==> src/hdl/vpra_pkg.sv <==
// Shared types and codes for the virtual-to-physical register allocator.
// No dependencies; imported by every other file of the block but vpra_ram.
package vpra_pkg;

   // request and response payloads
   typedef struct packed {
      logic        cmd;
      logic [12:0] virt_reg;
   } req_type;

   typedef struct packed {
      logic [2:0] phys_reg;
      logic [2:0] status;
   } rsp_type;

   // request commands
   localparam logic CMD_ALLOC   = 1'b0;
   localparam logic CMD_RELEASE = 1'b1;

   // response status codes
   localparam logic [2:0] ST_OK        = 3'd0;
   localparam logic [2:0] ST_EXHAUSTED = 3'd1;
   localparam logic [2:0] ST_UNMAPPED  = 3'd2;
   localparam logic [2:0] ST_STALE     = 3'd3;
   localparam logic [2:0] ST_IGNORED   = 3'd4;

   // register map: index held in paddr[2]
   localparam logic CSR_IDX_PHYS_REG_COUNT = 1'b0;
   localparam logic [3:0] PHYS_REG_COUNT_RST = 4'd8;

   // controller to datapath
   typedef struct packed {
      logic capture;
      logic clear;
      logic execute;
   } ctl_cmd_type;

   // datapath to controller
   typedef struct packed {
      logic clr_done;
   } ctl_sts_type;

endpackage

==> src/hdl/vpra_ctrl.sv <==
// Sequencer for the allocator: clearing pass, idle, execute.
// Depends on vpra_pkg.
module vpra_ctrl import vpra_pkg::*; (
   input  logic        clock,
   input  logic        reset,
   input  logic        start,
   input  ctl_sts_type sts,
   output logic        busy,
   output ctl_cmd_type ctl
);

   typedef enum logic [1:0] {
      S_CLEAR,
      S_IDLE,
      S_EXEC
   } state_type;

   state_type state_ff, state_in;
   logic      busy_ff, busy_in;

   always_comb begin
      state_in = state_ff;
      case (state_ff)
         S_CLEAR: begin
            if (sts.clr_done) state_in = S_IDLE;
         end
         S_IDLE: begin
            if (start) state_in = S_EXEC;
         end
         S_EXEC: begin
            state_in = S_IDLE;
         end
         default: begin
            state_in = S_CLEAR;
         end
      endcase
      busy_in = (state_in != S_IDLE);
   end

   always_ff @(posedge clock) begin
      if (reset) begin
         state_ff <= S_CLEAR;
         busy_ff  <= 1'b1;
      end else begin
         state_ff <= state_in;
         busy_ff  <= busy_in;
      end
   end

   assign busy        = busy_ff;
   assign ctl.capture = (state_ff == S_IDLE) && start;
   assign ctl.clear   = (state_ff == S_CLEAR);
   assign ctl.execute = (state_ff == S_EXEC);

endmodule

==> config.mk <==
export PLATFORM = sky130hd
export DESIGN_NAME = vpra_ctrl
export DESIGN_NICKNAME = d
export VERILOG_FILES = /design/src/hdl/vpra_pkg.sv /design/src/hdl/vpra_ctrl.sv
export SDC_FILE = /design/constraint.sdc
export NUM_CORES = 1
export LEC_CHECK = 0
export BUFFER_PORTS_ARGS = -buffer_cell sky130_fd_sc_hd__clkbuf_2
export CAP_MARGIN = 20
export CORE_AREA = 3 3 40 42
export DETAILED_ROUTE_END_ITERATION = 8
export DIE_AREA = 0 0 43 45
export GPL_TIMING_DRIVEN = 0
export MAX_ROUTING_LAYER = met4
export SLEW_MARGIN = 20
export SYNTH_ARGS = -nofsm -noshare
export SYNTH_HDL_FRONTEND = slang
export SYNTH_SLANG_ARGS = --single-unit
==> constraint.sdc <==
create_clock -name clock -period 3.3 [get_ports clock]
set_input_delay 0.33 -clock clock [delete_from_list [all_inputs] [get_ports clock]]
set_output_delay 0.33 -clock clock [all_outputs]
set_load 0.005 [all_outputs]
== Word level (Yosys, flattened, before mapping) ==
Cells that the tools add are included.
W data, S select, Z words.

* Muxes and demuxes: 3
* $lt $le $gt $ge: 0
* $mul: 0
* Divide/modulo/power cells: 0
* Shifts and indexed selects: 0
* Equality and inequality tests: 3
* Add/sub/neg operators: 0
* Reductions and logical operators: 2
* Bitwise operators: 0

{| class="wikitable"
|+ Operator list
! cell !! number
|-
| $pmux W2 S3 || 1
|-
| $mux W2 || 2
|-
| $eq A2 B1 Y1 const B || 1
|-
| $eq A2 B2 Y1 const B || 1
|-
| $logic_not A2 Y1 || 1
|-
| $ne A2 B1 Y1 const B || 1
|-
| $logic_and A1 B1 Y1 || 1
|}

* Bits in latches: 0
* ROM bits: 0
* Bits in writable memories: 0
* Memories: 0
* Bits in registers: 3
* Output and inout bits: 4

== Longest topological paths before layout ==
* Word-level depth: 3
* Gate-level depth with buffers: 2
* Depth with buffers taken out: 2

== Worst setup path after synthesis ==
OpenSTA, ideal clock, no wires.

* Path type: in2reg
* From: input start
* To: register busy_ff (netlist: busy)
* Required time: 3180 ps
* Cell stages on the path: 2
* Slack: 2227 ps
* Library setup time: 120 ps
* Data arrival time: 953 ps
* Path through: or4b_1 o31a_1

* Word-level cells in the longest chain between the ends: 3

{| class="wikitable"
|+ Ends and longest elaborated chain
! what !! RTL line !! RTL
|-
| from (decl) || vpra_ctrl.sv:6 || <nowiki>input logic start,</nowiki>
|-
| $mux W2 || vpra_ctrl.sv:28 || <nowiki>if (start) state_in = S_EXEC;</nowiki>
|-
| $pmux W2 S3 || vpra_ctrl.sv:23 || <nowiki>case (state_ff)</nowiki>
|-
| $ne A2 B1 Y1 || vpra_ctrl.sv:37 || <nowiki>busy_in = (state_in != S_IDLE);</nowiki>
|-
| to (signal assigned) || vpra_ctrl.sv:46 || <nowiki>busy_ff <= busy_in;</nowiki>
|-
| to (decl) || vpra_ctrl.sv:19 || <nowiki>logic busy_ff, busy_in;</nowiki>
|}

No other way between the ends.
A chain may end at the register's enable or synchronous reset.

==> reports/results.tsv <==
metric	value	unit
ir_drop	0.0000840	V
path_cells	and3b_2 > clkbuf_2	
synth_area	116	um^2
place_ws	2.13	ns
start_util	9.06	%
cts_tree	built	
grt_pass1_wl	365	um
globalplace.congestion	0.538	
path_max_fanout	5	
cts.sinks	3	
finalWorstSetupSlack	2.03	ns
yosysMostFrequentCell	dfxtp_1	
syn_nets	15	
cts-resized-gates	0	
p_per_area	592	nW/um^2
routed_via_density	3.16	
path_buf_inv	1	
fp.dieH	45	um
finalHoldViolations	0	
synth_area_leader_cell	dfxtp_1	
area_growth	68.8	%
via_count	117	
start_kind	flip-flop	
multi_input_area	56.3	um^2
coreArea	1280	um^2
synthFlopType	dfxtp_1	
final_area	196	um^2
synth_common_cells	dfxtp_1, nor2_1, nor2b_1	
first_pass_iters	1	
placed_area	170	um^2
cpLargestDelayFamily	flip-flops	
post-cts-setup-buffers	0	
reg2reg_from	state_ff[1]$_SDFF_PP0_	
avgSynthCellArea	10.6	um^2
stdcell_count	37	
dp.cells	33	
gr-usage-met3	0	%
reg2reg_slack	2.19	ns
synthTopCellsByArea	dfxtp_1, nor2b_1, and3b_2	
min_path_type	input pin to flip-flop	
seq_area	60.1	um^2
rr_endpoint	busy$_SDFF_PP1_	
fmax	0.787	GHz
insertion_delay	0.23	ns
n_antenna_cell	0	
rows	13	
setup_viol	0	
synth-edff-count	0	
worstMarginPinSlew	0.175	ns
crit_arrival	0.94	ns
drt_iter0_drc	0	
cp_data_required_time	2.97	ns
synthCells	11	
use_met1	2.64	%
ys_seq_area_share	51.6	%
root_buffer	clkbuf_4	
async_reset_ff_share	0	%
nets	27	
grt_max_degree	7	
synth-seq-cells	3	
dieArea	1940	um^2
whs_endpoint	state_ff[1]$_SDFF_PP0_	
maxCapViolCount	0	
post-route-period-util	38.5	%
htree_levels	1	
top_usage_layer	met4	
netlist.area_leader.share	51.6	%
timing.slew.headroom	88.2	%
drv_slew	0	
hp-start	reset	
rsz0062_at_grt	no	
clk_path_buf_depth	2	
postCtsHoldBufs	0	
ios	8	
clk_pin_slew	0.04	ns
io_buffers	7	
cts-buffers-inserted	3	
antenna_left	0	
p_leak	0.0899	nW
met2_usage	4.19	%
yosysWarningCount	0	
post-route-min-period	1.27	ns
max_stage_delay	0.38	ns
routed_wl	256	um
grt_antenna_before_repair	0	
drc_errors	0	
track_usage	3.17	%
grt_overflow	0	
drive_gt1_share	50.0	%
grt_pass1_vias	107	
wl_per_cell	6.92	um
fp.dieW	43	um
cpMaxStageDelayCell	dfxtp_1	
outcome	completed	
synth_cell_type_count	7	
worstSetupEndpointType	output pin	
worst_clock_skew	0.00182	ns
reg2reg_depth	2	
final.fill_count	143	
path_class	flip-flop to output pin	
holdPathStages	2	
final.setup.tns	0	ns
-- kinds of logic (layout without fill, tap and decap cells) --
group           Yosys count  after routing  share of synthesized area (%)
simple gates              6              6                           34.4
buf+inv                   0             11                              0
compound gates            2              2                           14.0
flops                     3              3                           51.6
-- final cells by class --
| class | instances | area share (%) |
|---|---|---|
| clock buffers | 4 | 13.4 |
| repair buffers | 7 | 17.8 |
| flip-flops and latches | 3 | 30.6 |
| multi-input cells | 8 | 28.7 |
| well taps | 15 | 9.55 |
-- per-layer routing --
metal	up-vias	wire, um
met3	0	19
met4	0	0
met1	50	104
met5	-	0
met2	4	131
li1	63	-
-- sequential cells by signal (all words and copies together) (netlist names) --
name      count
state_ff      2
busy          1
-- power by group --
| group | leakage [nW] | switching [W] | internal (W) | total (W) |
|---|---|---|---|---|
| Combinational | 0.0501 | 0.00000451 | 0.00000685 | 0.0000114 |
| Clock | 0.0150 | 0.0000179 | 0.0000452 | 0.0000632 |
| Sequential | 0.0248 | 0.00000241 | 0.0000394 | 0.0000418 |
-- layout by cell type (no fill, tap or decap), drive strengths merged --
master  count
or4b        1
nor2b       2
nor2        2
and3b       1
dfxtp       3
o31ai       1
o31a        1
clkbuf     11
-- worst max-delay path by stage --
stage | cells past startpoint | startpoint | endpoint
2_1_floorplan | 2 | start | busy$_SDFF_PP1_
3_3_place_gp | 3 | start | busy$_SDFF_PP1_
3_5_place_dp | 3 | start | busy$_SDFF_PP1_
4_1_cts | 2 | state_ff[1]$_SDFF_PP0_ | ctl[2]
5_1_grt | 2 | state_ff[0]$_SDFF_PP0_ | ctl[2]
6_report | 2 | state_ff[1]$_SDFF_PP0_ | ctl[2]
-- stage by stage --
stage	total power (W)	hold WS [ns]	utilization (%)
after CTS	0.000119	0.302	15.3
after detailed placement	0.0000540	0.538	13.2
final	0.000116	0.303	15.3
after global routing	0.000124	0.316	15.3
after floorplan	0.0000471	0.402	-
after global placement	0.0000538	0.534	13.2
No activity file was read; power rests on OpenSTA's default activity.
